==> config.mk <==
export PLATFORM = sky130hd
export DESIGN_NAME = relevance_ranked_hypothesis_table
export DESIGN_NICKNAME = d
export VERILOG_FILES = /design/src/rtl/rrht_pkg.sv /design/src/rtl/rrht_ctrl.sv /design/src/rtl/rrht_datapath.sv /design/src/rtl/relevance_ranked_hypothesis_table.sv
export VERILOG_INCLUDE_DIRS = /design/src /design/src/rtl
export SDC_FILE = /design/constraint.sdc
export NUM_CORES = 2
export LEC_CHECK = 0
export CAP_MARGIN = 20
export CORE_UTILIZATION = 40
export DETAILED_ROUTE_END_ITERATION = 16
export DONT_BUFFER_PORTS = 1
export GPL_TIMING_DRIVEN = 1
export SYNTH_ARGS = -nofsm -noshare
export SYNTH_HDL_FRONTEND = slang
export SYNTH_SLANG_ARGS = --single-unit
==> constraint.sdc <==
create_clock -name clk -period 13.1 [get_ports clk]
set_input_delay 0.655 -clock clk [delete_from_list [all_inputs] [get_ports clk]]
set_output_delay 0.655 -clock clk [all_outputs]
set_load 0.02 [all_outputs]
==> src/rtl/relevance_ranked_hypothesis_table_defines.svh <==
// assertion macros for the hypothesis table
`ifndef RELEVANCE_RANKED_HYPOTHESIS_TABLE_DEFINES_SVH
`define RELEVANCE_RANKED_HYPOTHESIS_TABLE_DEFINES_SVH
`ifndef NO_ASSERTIONS
`define RRHT_ASSERT_IMP(label, ante, cons) \
  label: assert property (@(posedge clk) disable iff (rst) (ante) |-> (cons)) \
    else $error("assertion failed");
`define RRHT_ASSERT_NEXT(label, ante, cons) \
  label: assert property (@(posedge clk) disable iff (rst) (ante) |=> (cons)) \
    else $error("assertion failed");
`else
`define RRHT_ASSERT_IMP(label, ante, cons)
`define RRHT_ASSERT_NEXT(label, ante, cons)
`endif
`endif

==> src/rtl/rrht_pkg.sv <==
// types and constants of the hypothesis table
`default_nettype none
package rrht_pkg;
  localparam logic [1:0] OP_CLEAR = 2'd0;
  localparam logic [1:0] OP_OFFER = 2'd1;
  localparam logic [1:0] OP_EMIT  = 2'd2;
  localparam logic [3:0] TYPE_RUNUP = 4'd1;
  localparam logic [3:0] TYPE_RUNUP_BRAKING = 4'd2;
  localparam logic [3:0] TYPE_PASS = 4'd6;
  localparam logic [3:0] TYPE_CUTIN = 4'd7;
  localparam logic [15:0] PROB_THRESHOLD_RESET = 16'd6554;

  typedef enum logic [3:0] {
    ST_IDLE, ST_CLEAR, ST_MUL1, ST_MUL2, ST_DIV, ST_SCAN, ST_DECIDE,
    ST_SORT, ST_EMIT
  } state_t;

  typedef struct packed {
    logic clear_start;
    logic load;
    logic mul2;
    logic div_start;
    logic scan_start;
    logic scan_step;
    logic write;
    logic sort_start;
    logic sort_step;
    logic emit_start;
    logic emit_step;
  } cmd_t;

  typedef struct packed {
    logic obj_bad;
    logic div_done;
    logic scan_done;
    logic sort_done;
    logic emit_last;
    logic clear_done;
  } status_t;

  function automatic logic [15:0] type_weight(input logic [3:0] t);
    case (t)
      4'd1, 4'd2, 4'd11: type_weight = 16'd10000;
      4'd3: type_weight = 16'd8000;
      4'd4: type_weight = 16'd3000;
      4'd5: type_weight = 16'd7500;
      4'd6: type_weight = 16'd1000;
      4'd7: type_weight = 16'd5000;
      4'd8, 4'd10, 4'd13: type_weight = 16'd20000;
      4'd9: type_weight = 16'd40000;
      4'd12: type_weight = 16'd15000;
      default: type_weight = 16'd0;
    endcase
  endfunction
endpackage
`default_nettype wire

==> src/rtl/rrht_ctrl.sv <==
// controller state machine of the hypothesis table
`default_nettype none
`include "relevance_ranked_hypothesis_table_defines.svh"
module rrht_ctrl (
  input  wire logic clk,
  input  wire logic rst,
  input  wire logic in_valid,
  output logic in_ready,
  input  wire logic [1:0] opcode,
  input  wire logic out_valid,
  input  wire logic out_ready,
  input  wire rrht_pkg::status_t status,
  output rrht_pkg::cmd_t cmd
);
  rrht_pkg::state_t state, state_next;
  logic take;
  logic out_free;

  assign out_free = !out_valid || out_ready;
  assign take = in_valid && in_ready;

  always_ff @(posedge clk) begin
    if (rst) begin
      state <= rrht_pkg::ST_CLEAR;
    end else begin
      state <= state_next;
    end
  end

  always_comb begin
    state_next = state;
    case (state)
      rrht_pkg::ST_CLEAR: if (status.clear_done) state_next = rrht_pkg::ST_IDLE;
      rrht_pkg::ST_IDLE: begin
        if (take) begin
          case (opcode)
            rrht_pkg::OP_CLEAR: state_next = rrht_pkg::ST_CLEAR;
            rrht_pkg::OP_OFFER: state_next = rrht_pkg::ST_MUL1;
            rrht_pkg::OP_EMIT: state_next = rrht_pkg::ST_SORT;
            default: state_next = rrht_pkg::ST_IDLE;
          endcase
        end
      end
      rrht_pkg::ST_MUL1: begin
        state_next = status.obj_bad ? rrht_pkg::ST_IDLE : rrht_pkg::ST_MUL2;
      end
      rrht_pkg::ST_MUL2: state_next = rrht_pkg::ST_DIV;
      rrht_pkg::ST_DIV: if (status.div_done) state_next = rrht_pkg::ST_SCAN;
      rrht_pkg::ST_SCAN: if (status.scan_done) state_next = rrht_pkg::ST_DECIDE;
      rrht_pkg::ST_DECIDE: state_next = rrht_pkg::ST_IDLE;
      rrht_pkg::ST_SORT: if (status.sort_done) state_next = rrht_pkg::ST_EMIT;
      rrht_pkg::ST_EMIT: begin
        if (out_free && status.emit_last) state_next = rrht_pkg::ST_IDLE;
      end
      default: state_next = rrht_pkg::ST_IDLE;
    endcase
  end

  always_comb begin
    in_ready = (state == rrht_pkg::ST_IDLE) && !out_valid;
    cmd = '0;
    case (state)
      rrht_pkg::ST_IDLE: begin
        cmd.load = take;
        cmd.clear_start = take && (opcode == rrht_pkg::OP_CLEAR);
        cmd.sort_start = take && (opcode == rrht_pkg::OP_EMIT);
      end
      rrht_pkg::ST_MUL1: begin
        cmd.mul2 = 1'b1;
      end
      rrht_pkg::ST_MUL2: cmd.div_start = 1'b1;
      rrht_pkg::ST_DIV: cmd.scan_start = status.div_done;
      rrht_pkg::ST_SCAN: cmd.scan_step = 1'b1;
      rrht_pkg::ST_DECIDE: cmd.write = 1'b1;
      rrht_pkg::ST_SORT: begin
        cmd.sort_step = !status.sort_done;
        cmd.emit_start = status.sort_done;
      end
      rrht_pkg::ST_EMIT: cmd.emit_step = out_free;
      default: cmd = '0;
    endcase
  end

  `RRHT_ASSERT_IMP(a_ready_idle, in_ready, state == rrht_pkg::ST_IDLE)
  `RRHT_ASSERT_NEXT(a_offer_goes_mul, take && opcode == rrht_pkg::OP_OFFER,
    state == rrht_pkg::ST_MUL1)
  `RRHT_ASSERT_IMP(a_write_once, cmd.write, state == rrht_pkg::ST_DECIDE && !in_ready)
endmodule
`default_nettype wire

==> src/rtl/rrht_datapath.sv <==
// table storage, relevance arithmetic, scan and sort of the hypothesis table
`default_nettype none
`include "relevance_ranked_hypothesis_table_defines.svh"
module rrht_datapath #(
  parameter int TABLE_DEPTH = 8,
  parameter int OBJECT_COUNT = 64
) (
  input  wire logic clk,
  input  wire logic rst,
  input  wire rrht_pkg::cmd_t cmd,
  output rrht_pkg::status_t status,
  input  wire logic [15:0] prob_threshold,
  input  wire logic [3:0] hyp_type,
  input  wire logic [5:0] object_ref,
  input  wire logic [15:0] probability,
  input  wire logic [6:0] object_quality,
  input  wire logic signed [15:0] needed_decel,
  input  wire logic [15:0] lifetime,
  output logic out_valid,
  input  wire logic out_ready,
  output logic [3:0] out_type,
  output logic [5:0] out_object,
  output logic [6:0] out_prob_percent,
  output logic signed [31:0] out_relevance,
  output logic [15:0] out_lifetime,
  output logic out_filled,
  output logic out_last
);
  localparam int IW = $clog2(TABLE_DEPTH);
  localparam int CW = $clog2(TABLE_DEPTH + 1);
  localparam logic [30:0] RECIP_100 = 31'd1374389535;

  logic [3:0] slot_type [TABLE_DEPTH];
  logic [5:0] slot_object [TABLE_DEPTH];
  logic [15:0] slot_prob [TABLE_DEPTH];
  logic signed [31:0] slot_relevance [TABLE_DEPTH];
  logic [15:0] slot_lifetime [TABLE_DEPTH];
  logic [IW-1:0] order [TABLE_DEPTH];
  logic [CW-1:0] entry_count;

  logic [3:0] r_type;
  logic [5:0] r_obj;
  logic [15:0] r_prob;
  logic [6:0] r_qual;
  logic signed [15:0] r_decel;
  logic [15:0] r_life;
  logic [31:0] prod1;
  logic [42:0] num;
  logic [60:0] quot_prod;
  logic quot_ready;
  logic signed [31:0] rel;

  logic [IW-1:0] scan_idx;
  logic [IW-1:0] min_idx;
  logic drop;
  logic scan_busy;
  logic [IW-1:0] sa, sb;
  logic sort_busy;
  logic [IW-1:0] emit_idx;
  logic [IW-1:0] clr_idx;

  logic [6:0] qual_sat;
  logic [CW-1:0] n_used;
  logic kind;
  logic [3:0] st;
  logic [IW-1:0] oa, ob;
  logic [IW-1:0] src;
  logic [22:0] pct;
  logic [IW-1:0] last_idx;

  assign last_idx = IW'(TABLE_DEPTH - 1);
  assign n_used = entry_count;
  assign qual_sat = (object_quality > 7'd100) ? 7'd100 : object_quality;

  always_ff @(posedge clk) begin
    if (cmd.load) begin
      r_type <= hyp_type;
      r_obj <= object_ref;
      r_prob <= probability;
      r_qual <= qual_sat;
      r_decel <= needed_decel;
      r_life <= lifetime;
      prod1 <= 32'(rrht_pkg::type_weight(hyp_type)) * 32'(probability);
    end
    if (cmd.mul2) begin
      num <= 43'(prod1) * 43'(r_qual) + 43'd12800;
    end
  end

  // divide by 25600: drop 8 bits, then reciprocal multiply by 1/100
  always_ff @(posedge clk) begin
    if (cmd.div_start) quot_prod <= 61'(num[37:8]) * 61'(RECIP_100);
  end
  always_ff @(posedge clk) begin
    if (rst) begin
      quot_ready <= 1'b0;
    end else begin
      quot_ready <= cmd.div_start;
    end
  end
  assign status.div_done = quot_ready;
  assign rel = 32'(quot_prod[60:37]) - 32'(r_decel);
  assign status.obj_bad = 32'(r_obj) >= 32'(OBJECT_COUNT);

  // suppression and minimum scan, one slot per cycle
  assign st = slot_type[scan_idx];
  assign kind = (st == rrht_pkg::TYPE_RUNUP) || (st == rrht_pkg::TYPE_RUNUP_BRAKING) ||
                (r_type == rrht_pkg::TYPE_PASS && st == rrht_pkg::TYPE_CUTIN);
  assign status.scan_done = scan_busy && (scan_idx == last_idx);

  always_ff @(posedge clk) begin
    if (rst) begin
      scan_busy <= 1'b0;
    end else if (cmd.scan_start) begin
      scan_busy <= 1'b1;
      scan_idx <= '0;
      min_idx <= '0;
      drop <= 1'b0;
    end else if (cmd.scan_step) begin
      if (CW'(scan_idx) < n_used && slot_object[scan_idx] == r_obj && kind &&
          slot_prob[scan_idx] > prob_threshold &&
          (r_type == rrht_pkg::TYPE_PASS || r_type == rrht_pkg::TYPE_CUTIN)) begin
        drop <= 1'b1;
      end
      if (slot_relevance[scan_idx] < slot_relevance[min_idx]) min_idx <= scan_idx;
      if (scan_idx == last_idx) scan_busy <= 1'b0;
      else scan_idx <= scan_idx + 1'b1;
    end
  end

  // table writes: clearing sweep, insertion, and replacement of the least relevant entry
  always_ff @(posedge clk) begin
    if (rst || cmd.clear_start) begin
      clr_idx <= '0;
      entry_count <= '0;
    end else if (!status.clear_done) begin
      slot_type[clr_idx] <= '0;
      slot_object[clr_idx] <= '0;
      slot_prob[clr_idx] <= '0;
      slot_relevance[clr_idx] <= '0;
      slot_lifetime[clr_idx] <= '0;
      clr_idx <= clr_idx + 1'b1;
    end else if (cmd.write && !drop) begin
      if (n_used < CW'(TABLE_DEPTH)) begin
        slot_type[IW'(n_used)] <= r_type;
        slot_object[IW'(n_used)] <= r_obj;
        slot_prob[IW'(n_used)] <= r_prob;
        slot_relevance[IW'(n_used)] <= rel;
        slot_lifetime[IW'(n_used)] <= r_life;
        entry_count <= entry_count + 1'b1;
      end else if (slot_relevance[min_idx] < rel) begin
        slot_type[min_idx] <= r_type;
        slot_object[min_idx] <= r_obj;
        slot_prob[min_idx] <= r_prob;
        slot_relevance[min_idx] <= rel;
        slot_lifetime[min_idx] <= r_life;
      end
    end
  end
  logic clr_run;
  always_ff @(posedge clk) begin
    if (rst || cmd.clear_start) clr_run <= 1'b1;
    else if (clr_idx == last_idx) clr_run <= 1'b0;
  end
  assign status.clear_done = !clr_run;

  // exchange sort over the order list, one compare per cycle
  assign oa = order[sa];
  assign ob = order[sb];
  assign status.sort_done = !sort_busy;
  always_ff @(posedge clk) begin
    if (rst) begin
      sort_busy <= 1'b0;
    end else if (cmd.sort_start) begin
      for (int i = 0; i < TABLE_DEPTH; i++) order[i] <= IW'(i);
      sa <= '0;
      sb <= IW'(1);
      sort_busy <= n_used > CW'(1);
    end else if (cmd.sort_step && sort_busy) begin
      if (slot_relevance[oa] < slot_relevance[ob]) begin
        order[sa] <= ob;
        order[sb] <= oa;
      end
      if (CW'(sb) + 1'b1 < n_used) begin
        sb <= sb + 1'b1;
      end else if (CW'(sa) + 2'd2 < n_used) begin
        sa <= sa + 1'b1;
        sb <= sa + 2'd2;
      end else begin
        sort_busy <= 1'b0;
      end
    end
  end

  // result register
  assign src = order[emit_idx];
  assign pct = 23'(slot_prob[src]) * 23'd100 + 23'd32768;
  assign status.emit_last = emit_idx == last_idx;
  always_ff @(posedge clk) begin
    if (rst) begin
      out_valid <= 1'b0;
      emit_idx <= '0;
    end else begin
      if (out_valid && out_ready) out_valid <= 1'b0;
      if (cmd.emit_start) begin
        emit_idx <= '0;
      end else if (cmd.emit_step) begin
        out_valid <= 1'b1;
        emit_idx <= emit_idx + 1'b1;
        if (CW'(emit_idx) < n_used) begin
          out_type <= slot_type[src];
          out_object <= slot_object[src];
          out_prob_percent <= pct[22:16];
          out_relevance <= slot_relevance[src];
          out_lifetime <= slot_lifetime[src];
          out_filled <= 1'b1;
        end else begin
          out_type <= '0;
          out_object <= '0;
          out_prob_percent <= '0;
          out_relevance <= '0;
          out_lifetime <= '0;
          out_filled <= 1'b0;
        end
        out_last <= emit_idx == last_idx;
      end
    end
  end

  `RRHT_ASSERT_IMP(a_count_bound, 1'b1, entry_count <= CW'(TABLE_DEPTH))
  `RRHT_ASSERT_NEXT(a_clear_empties, cmd.clear_start, entry_count == '0)
  `RRHT_ASSERT_IMP(a_empty_zero, out_valid && !out_filled, out_relevance == 32'sd0)
endmodule
`default_nettype wire

==> src/rtl/relevance_ranked_hypothesis_table.sv <==
// top level of the relevance ranked hypothesis table
// clear: sweep over all slots; offer: two multiplies, divide, scan of all slots, decide
// emit: exchange sort of the n used entries, then one result per cycle while accepted
// one item at a time; ready is low while an item is at work
// reset: synchronous, runs a clearing pass over all slots, threshold back to 6554
`default_nettype none
module relevance_ranked_hypothesis_table #(
  parameter int TABLE_DEPTH = 8,
  parameter int OBJECT_COUNT = 64
) (
  input  wire logic clk,
  input  wire logic rst,
  input  wire logic cfg_valid,
  output logic cfg_ready,
  input  wire logic [15:0] cfg_data,
  input  wire logic in_valid,
  output logic in_ready,
  input  wire logic [1:0] opcode,
  input  wire logic [3:0] hyp_type,
  input  wire logic [5:0] object_ref,
  input  wire logic [15:0] probability,
  input  wire logic [6:0] object_quality,
  input  wire logic signed [15:0] needed_decel,
  input  wire logic [15:0] lifetime,
  output logic out_valid,
  input  wire logic out_ready,
  output logic [3:0] out_type,
  output logic [5:0] out_object,
  output logic [6:0] out_prob_percent,
  output logic signed [31:0] out_relevance,
  output logic [15:0] out_lifetime,
  output logic out_filled,
  output logic out_last
);
  rrht_pkg::cmd_t cmd;
  rrht_pkg::status_t status;
  logic [15:0] prob_threshold;

  assign cfg_ready = 1'b1;
  always_ff @(posedge clk) begin
    if (rst) begin
      prob_threshold <= rrht_pkg::PROB_THRESHOLD_RESET;
    end else if (cfg_valid) begin
      prob_threshold <= cfg_data;
    end
  end

  rrht_ctrl u_ctrl (
    .clk(clk), .rst(rst), .in_valid(in_valid), .in_ready(in_ready), .opcode(opcode),
    .out_valid(out_valid), .out_ready(out_ready), .status(status), .cmd(cmd)
  );

  rrht_datapath #(.TABLE_DEPTH(TABLE_DEPTH), .OBJECT_COUNT(OBJECT_COUNT)) u_dp (
    .clk(clk), .rst(rst), .cmd(cmd), .status(status), .prob_threshold(prob_threshold),
    .hyp_type(hyp_type), .object_ref(object_ref), .probability(probability),
    .object_quality(object_quality), .needed_decel(needed_decel), .lifetime(lifetime),
    .out_valid(out_valid), .out_ready(out_ready), .out_type(out_type),
    .out_object(out_object), .out_prob_percent(out_prob_percent),
    .out_relevance(out_relevance), .out_lifetime(out_lifetime),
    .out_filled(out_filled), .out_last(out_last)
  );
endmodule
`default_nettype wire
[After elaboration in Yosys (flattened, before gate mapping)]
Memories as Yosys holds them, arrays and structs flattened. A register that Yosys moved wholly into a read port is not among the register bits.
Index checks and enable logic that the tools add are counted.
Storage, ports and cells
  bits in registers: 253
  RAM bits: 616
  ROM bits: 224
  input bits: 88
  output and inout port bits: 70
  logic and storage cells: 265
  memories kept: 7
Memories
  u_dp.slot_relevance: words 8, bits a word 32, read ports 5, clocked after Yosys merged registers in 3, wr ports 1, line rrht_datapath.sv:36  | logic signed [31:0] slot_relevance [TABLE_DEPTH];
  (no name shown): words 16, bits a word 14, read ports 1, clocked after Yosys merged registers in 0, wr ports 0, line rrht_pkg.sv:42  | case (t)
  u_dp.slot_lifetime: words 8, bits a word 16, read ports 1, clocked after Yosys merged registers in 1, wr ports 1, line rrht_datapath.sv:37  | logic [15:0] slot_lifetime [TABLE_DEPTH];
  u_dp.slot_prob: words 8, bits a word 16, read ports 2, clocked after Yosys merged registers in 1, wr ports 1, line rrht_datapath.sv:35  | logic [15:0] slot_prob [TABLE_DEPTH];
  u_dp.slot_object: words 8, bits a word 6, read ports 2, clocked after Yosys merged registers in 2, wr ports 1, line rrht_datapath.sv:34  | logic [5:0] slot_object [TABLE_DEPTH];
  u_dp.slot_type: words 8, bits a word 4, read ports 2, clocked after Yosys merged registers in 2, wr ports 1, line rrht_datapath.sv:33  | logic [3:0] slot_type [TABLE_DEPTH];
  +1 memories
Cells by class
  add/subtract/negate cells: 12
  $mul: 4
  order comparisons: 11
  equal/unequal tests: 28
  muxes and demuxes: 115
  bitwise operators: 3
  reduce and logical (&&, ||, !) cells: 58
Operators by type and width (number)
  $mux W3: 40
  $lt A32 B32 Y1: 3
  $mux W16: 5
  $mux W32: 2
  $reduce_or A16 Y1: 4
  $reduce_or A32 Y1: 2
  $mul A30 B31 Y61 const B: 1
  $mux W1: 54
  $add A38 B14 Y38 const B: 1
  $mul A32 B7 Y38: 1
  $mul A16 B16 Y32: 1
  $mux W4: 8
  $pmux W4 S8: 1
  $eq A4 B3 Y1 const B: 7
  $sub A25 B16 Y26: 1
  $add A23 B16 Y23 const B: 1
  $mul A16 B5 Y21 const B: 1
  $reduce_and A3 Y1: 7
  $gt A16 B16 Y1: 1
  $add A3 B1 Y3 const B: 5
  $logic_and A1 B1 Y1: 14
  $eq A4 B2 Y1 const B: 3
  $mux W6: 2
  $ne A2 B2 Y1 const B: 6
  32 further kinds: 60

[Depth between registers and ports, before layout]
  word-level depth: 11
  mapped depth: 30
  depth with buffers taken out: 29

[Hierarchy]
A second synthesis with hierarchy kept.
Unflattened totals
  cell total of the unflattened synthesis: 7100
  area, all modules: 74029.8 sq um
Modules (own cells, without submodules)
  rrht_datapath: instances 1, cells each 6983, area an instance 72901.2 sq um, seq. area each 24353.4 sq um
  relevance_ranked_hypothesis_table: instances 1, cells each 54, area an instance 616.8 sq um, seq. area each 320.3 sq um
  rrht_ctrl: instances 1, cells each 63, area an instance 511.7 sq um, seq. area each 80.1 sq um

[Worst setup path after synthesis]
OpenSTA, ideal clock, no wires.
  path type: register to register
  start: register u_dp.quot_prod[37]
  end: memory u_dp.slot_lifetime[3][0], enable pin
  setup time: 598 ps
  arrival: 10173 ps
  data required time: 12502 ps
  slack: 2329 ps
  cell stages (with the launch flop): 28
  buffers on the path: 0
  period minus slack after synthesis: 10771 ps
  path through: edfxtp_1 -> inv_1 -> ha_1 -> inv_1 -> fa_1 -> a21o_1 -> a21oi_1 -> o21ai_0 -> a21o_1 -> a21oi_1 -> o21ai_0 -> o31ai_1 -> a2bb2oi_1 -> nand2b_1 -> a21oi_1 -> xor2_1 -> ha_1 -> a21o_1 -> a21o_1 -> a21oi_1 -> nor2b_1 -> o21ai_0 -> nand2b_1 -> a221o_1 -> a2111oi_0 -> a21o_1 -> nand3_1 -> o32ai_1
On the way
  longest elaborated chain between the ends: 10
  elaborated cells between the ends (all ways): 11
  classes of those cells: add/sub (1); order compare (1); mux (8); reduce/logical (1)
RTL lines
  start: declaration: line rrht_datapath.sv:49  | logic [60:0] quot_prod;
  start signal: assignment: line rrht_datapath.sv:92  | if (cmd.div_start) quot_prod <= 61'(num[37:8]) * 61'(RECIP_100);
  $sub A25 B16 Y26 *: line rrht_datapath.sv:102  | assign rel = 32'(quot_prod[60:37]) - 32'(r_decel);
  $lt A32 B32 Y1 *: line rrht_datapath.sv:151  | end else if (slot_relevance[min_idx] < rel) begin
  $mux W1 *: line rrht_datapath.sv:151
  $mux W1 *: line rrht_datapath.sv:144  | if (n_used < CW'(TABLE_DEPTH)) begin
  $mux W1 *: line rrht_datapath.sv:143  | end else if (cmd.write && !drop) begin
  $mux W1 *: line rrht_datapath.sv:136  | end else if (!status.clear_done) begin
  $mux W1 *: line rrht_datapath.sv:133  | if (rst || cmd.clear_start) begin
  $mux W1 (not written as such) *: line rrht_datapath.sv:156  | slot_lifetime[min_idx] <= r_life;
  $reduce_or A16 Y1 (no source line)
  $mux W3 (no source line) / $mux W1 (equally long branches)
  end: declaration: line rrht_datapath.sv:37
Every way passes the cells marked *; elsewhere a longest branch is shown, timed or not.

[Worst setup path in the final report]
  start: register u_dp.quot_prod[37]
  end: memory u_dp.slot_lifetime[4][6], enable pin
The elaborated chain is that of the path after synthesis.

==> results.yml <==
status:
  outcome: "finished clean"
detailed_routing:
  route.vias.total: 52600
  dr.first_iter.drc_count: 4187
  wirelength_um: 207000
  drcViolationCount: 0
  avgRoutedWirePerCell_um: 21.7
  dr.pass1.iters: 8
  viasPerCell: 5.50
  drt.antenna.violating_nets: 0
setup_path:
  critPathSlowestCell: "o32ai_4"
  path_common_cell: "a21o_1"
  critPathCaptureType: "flip-flop"
  critical-path-top-delay-family: "compound AO/OA/AOI/OAI gates"
  worstReg2RegEnd: "u_dp.slot_lifetime[4][6]"
  required_time_of_the_worst_setup_path_ns: 13.46
  r2r-start: "u_dp.quot_prod[37]"
  cp.buffers_inverters: 3
  worstSetupPathType: "flip-flop to flip-flop"
  r2r_setup_slack_ns: 4.36
  cp.arrival_ns: 9.10
  critPathLaunchType: "flip-flop"
  rr_worst_depth: 28
  crit_path_max_incr_delay_ns: 1.11
  cp_max_fo: 52
synthesis:
  synth_area_leader_cell: "edfxtp_1"
  synth_top_flop_cell: "edfxtp_1"
  synth_enable_flop_cells: 791
  post_synthesis_area_per_instance_um2: 10.4
  synth_async_sr_flop_share_pct: 0
  synth.top_cell.area_share_pct: 32.1
  post_synth_main_area_contributors: "edfxtp_1 32%, fa_1 17%, ha_1 12%, nand2_1 6.5%, mux4_2 5.4%"
  most_common_library_cells_after_synthesis: "1275 x nand2_1, 1041 x inv_1, 791 x edfxtp_1, 727 x ha_1, 646 x fa_1"
  syn_nets: 8572
  yosys.cell_count.top_type: "nand2_1"
  ys_seq_area_share_pct: 33.4
  syn_area_mm2: 0.0741
  post_synth_num_cell_types: 78
  ys.warnings.count: 0
  postSynthRegisterBits: 841
  syn_inst: 7111
sta:
  slew-limit-headroom_pct: 25.3
  min_period_over_period_pct: 66.7
  setup_violations: 0
  max_freq_mhz: 114
  worst_slew_pin_slew_ns: 1.12
  rsz_0062_raised_after_global_routing: "false"
  clock_skew_ns: 0.0495
  finalHoldViolations: 0
  final_worst_path_period_need_ns: 8.74
  fin_setup_tns_ns: 0
  final_max_slew_viol_count: 0
  timing.final.ws_setup_ns: 4.36
  timing.hold.ws_ns: 0.0493
placed_design:
  dp_cells: 9318
  place.gp.congestion: 0.919
  port_buffers: 0
  placed_area_mm2: 0.0768
  detailed_place_hpwl_um: 147000
  pre_cts_ws_ns: 4.43
clock_tree:
  tritoncts: "yes"
  number_of_clock_sinks: 841
  cts-root-buf: "clkbuf_16"
  clk_latency_ns: 0.76
  cts.path.max_buffers: 3
  htree_levels: 3
  postCtsSetupBuffers: 0
  cts-resized-gates: 0
  tritoncts.num_buffers: 97
  post_cts_clock_slew_at_the_launch_and_capture_registers_of_the_worst_setup_and_hold_paths_ns: 0.06
die:
  dieWidth_um: 432
  die_height_um: 432
  initial_utilization_pct: 40.4
  dieArea_mm2: 0.187
  num_rows: 157
  fp.coreArea_mm2: 0.183
  num_io_pins: 158
worst_hold_path:
  hold-path-cell-count: 0
  hold_crit_endpoint: "u_dp.r_prob[3]"
  min_from: "probability[3]"
  hold_class: "input pin to flip-flop"
power:
  overall_power_mw: 21.7
  power-per-cell-area_mw_per_mm2: 270
  comb_power_share_pct: 69.3
  swShare_pct: 47.1
  p_switching_mw: 10.2
  internal-power_mw: 11.5
  max-vdd-ir-drop_mv: 0.490
  leakagePower_nw: 35.1
  seqPwrFrac_pct: 17.9
  clockPowerShare_pct: 12.7
cells_and_area:
  num_antenna_cells: 0
  areaGrowthSynthToFinish_pct: 8.84
  post_route_cells_drive_above_1_share_pct: 7.48
  final-instance-count-excl-fill: 9562
  fin_nets: 8474
  n_fill_cell: 17200
  area.sequential_mm2: 0.0248
  finalInstanceArea_mm2: 0.0807
  post-route-util_pct: 44.0
  multiInputGateArea_mm2: 0.0444
global_route:
  overall_routing_resource_usage_pct: 22.3
  grt_pass1_wl_um: 321000
  grt_pass1_vias: 54200
  grt_max_degree: 142
  globalRouteOverflowTotal: 0
  grt_antenna_before_repair: 3
run:
  max_cap_violations: 0
-- flip-flops by register name, indices dropped and copies added (netlist names), 4 cells and up, named ones only --
register	count
u_dp.slot_relevance	208
u_dp.slot_lifetime	128
u_dp.slot_prob	128
u_dp.slot_object	48
u_dp.slot_type	32
u_dp.num	30
u_dp.prod1	30
u_dp.out_relevance	26
u_dp.order	24
u_dp.quot_prod	24
prob_threshold	16
u_dp.out_lifetime	16
u_dp.r_decel	16
u_dp.r_life	16
u_dp.r_prob	16
u_dp.out_prob_percent	7
u_dp.r_qual	7
u_dp.out_object	6
u_dp.r_obj	6
u_ctrl.state	4
u_dp.entry_count	4
u_dp.out_type	4
u_dp.r_type	4
-- kinds of logic after synthesis --
kind of cell	count (synthesis)	share of synthesized area (%)
DFF	841	33.4
buffers and inverters	1373	7.02
AOI/OAI and AO/OA	694	6.31
other	1	0.00506
adders and majority gates	1373	29.7
xor gates and xnor gates	124	1.47
and+or+nand+nor	2389	14.6
muxes	316	7.43
-- per-layer routing --
| layer | track usage, % | wire length, um | up-vias |
|---|---|---|---|
| li1 | - | - | 23800 |
| met1 | 28.9 | 85400 | 26500 |
| met2 | 38.5 | 103000 | 1890 |
| met3 | 2.99 | 13000 | 369 |
| met4 | 7.30 | 6330 | 2 |
| met5 | 0 | 13 | - |
-- cells in the final DEF, fill, tap and decap left out, types with 13 or more instances in the layout --
cell type	synthesis	routed
nor2_1	207	203
nor2b_1	29	29
clkbuf_16	0	98
inv_1	1041	1041
fa_1	646	646
nand2b_1	44	44
a311oi_1	82	82
o21a_1	27	26
a31oi_1	106	106
ha_1	727	727
mux4_2	178	178
dlygate4sd3_1	0	58
nand4_1	21	21
clkbuf_1	275	29
buf_4	9	72
mux2_2	76	74
mux2i_1	60	52
dfxtp_1	50	45
and2_1	260	259
nand3_1	322	322
and3_1	133	133
nor3_1	33	33
o211ai_1	15	15
a21o_1	89	89
xor2_1	44	44
nand2_1	1275	1275
edfxtp_1	791	791
or2_2	14	14
xnor2_1	80	80
a21oi_1	132	130
o21bai_1	13	13
o21ai_0	99	99
-- final cells by class --
cell class | count | share of cell area [%]
Timing Repair Buffer | 134 | 1.47
Multi-Input combinational cell | 4897 | 55.1
Clock buffer | 135 | 3.31
Sequential cell | 841 | 30.7
Tap cell | 2464 | 3.82
Inverter | 1042 | 4.85
Clock inverter | 49 | 0.728
-- worst max path at each step --
stage	from	endpoint	slack [ns]	depth (start not counted)
finish	u_dp.quot_prod[37]	u_dp.slot_lifetime[4][6]	4.36	28
CTS	u_dp.quot_prod[37]	u_dp.slot_prob[4][9]	4.36	28
detailed placement	u_dp.quot_prod[37]	u_dp.slot_relevance[4][13]	4.43	28
global placement	u_dp.quot_prod[37]	u_dp.slot_lifetime[4][7]	4.36	28
global route	u_dp.quot_prod[37]	u_dp.slot_relevance[4][11]	3.86	28
floorplan	u_dp.quot_prod[37]	u_dp.slot_lifetime[3][0]	2.33	27
-- timing repair --
item                       4_1_cts  5_1_grt
hold buffers                    58        0
hold endpoints to repair        75        0
setup endpoints to repair        0        0
-- power by group through the flow --
stage,logic [mW],registers [mW],clock network [mW]
6_report,15.1,3.90,2.77
5_1_grt,17.0,3.93,2.91
4_1_cts,15.1,3.90,2.82
3_5_place_dp,15.0,3.96,0
3_3_place_gp,14.8,3.95,0
2_1_floorplan,10.8,3.85,0
Note: power is estimated with default switching activity, not from simulation.
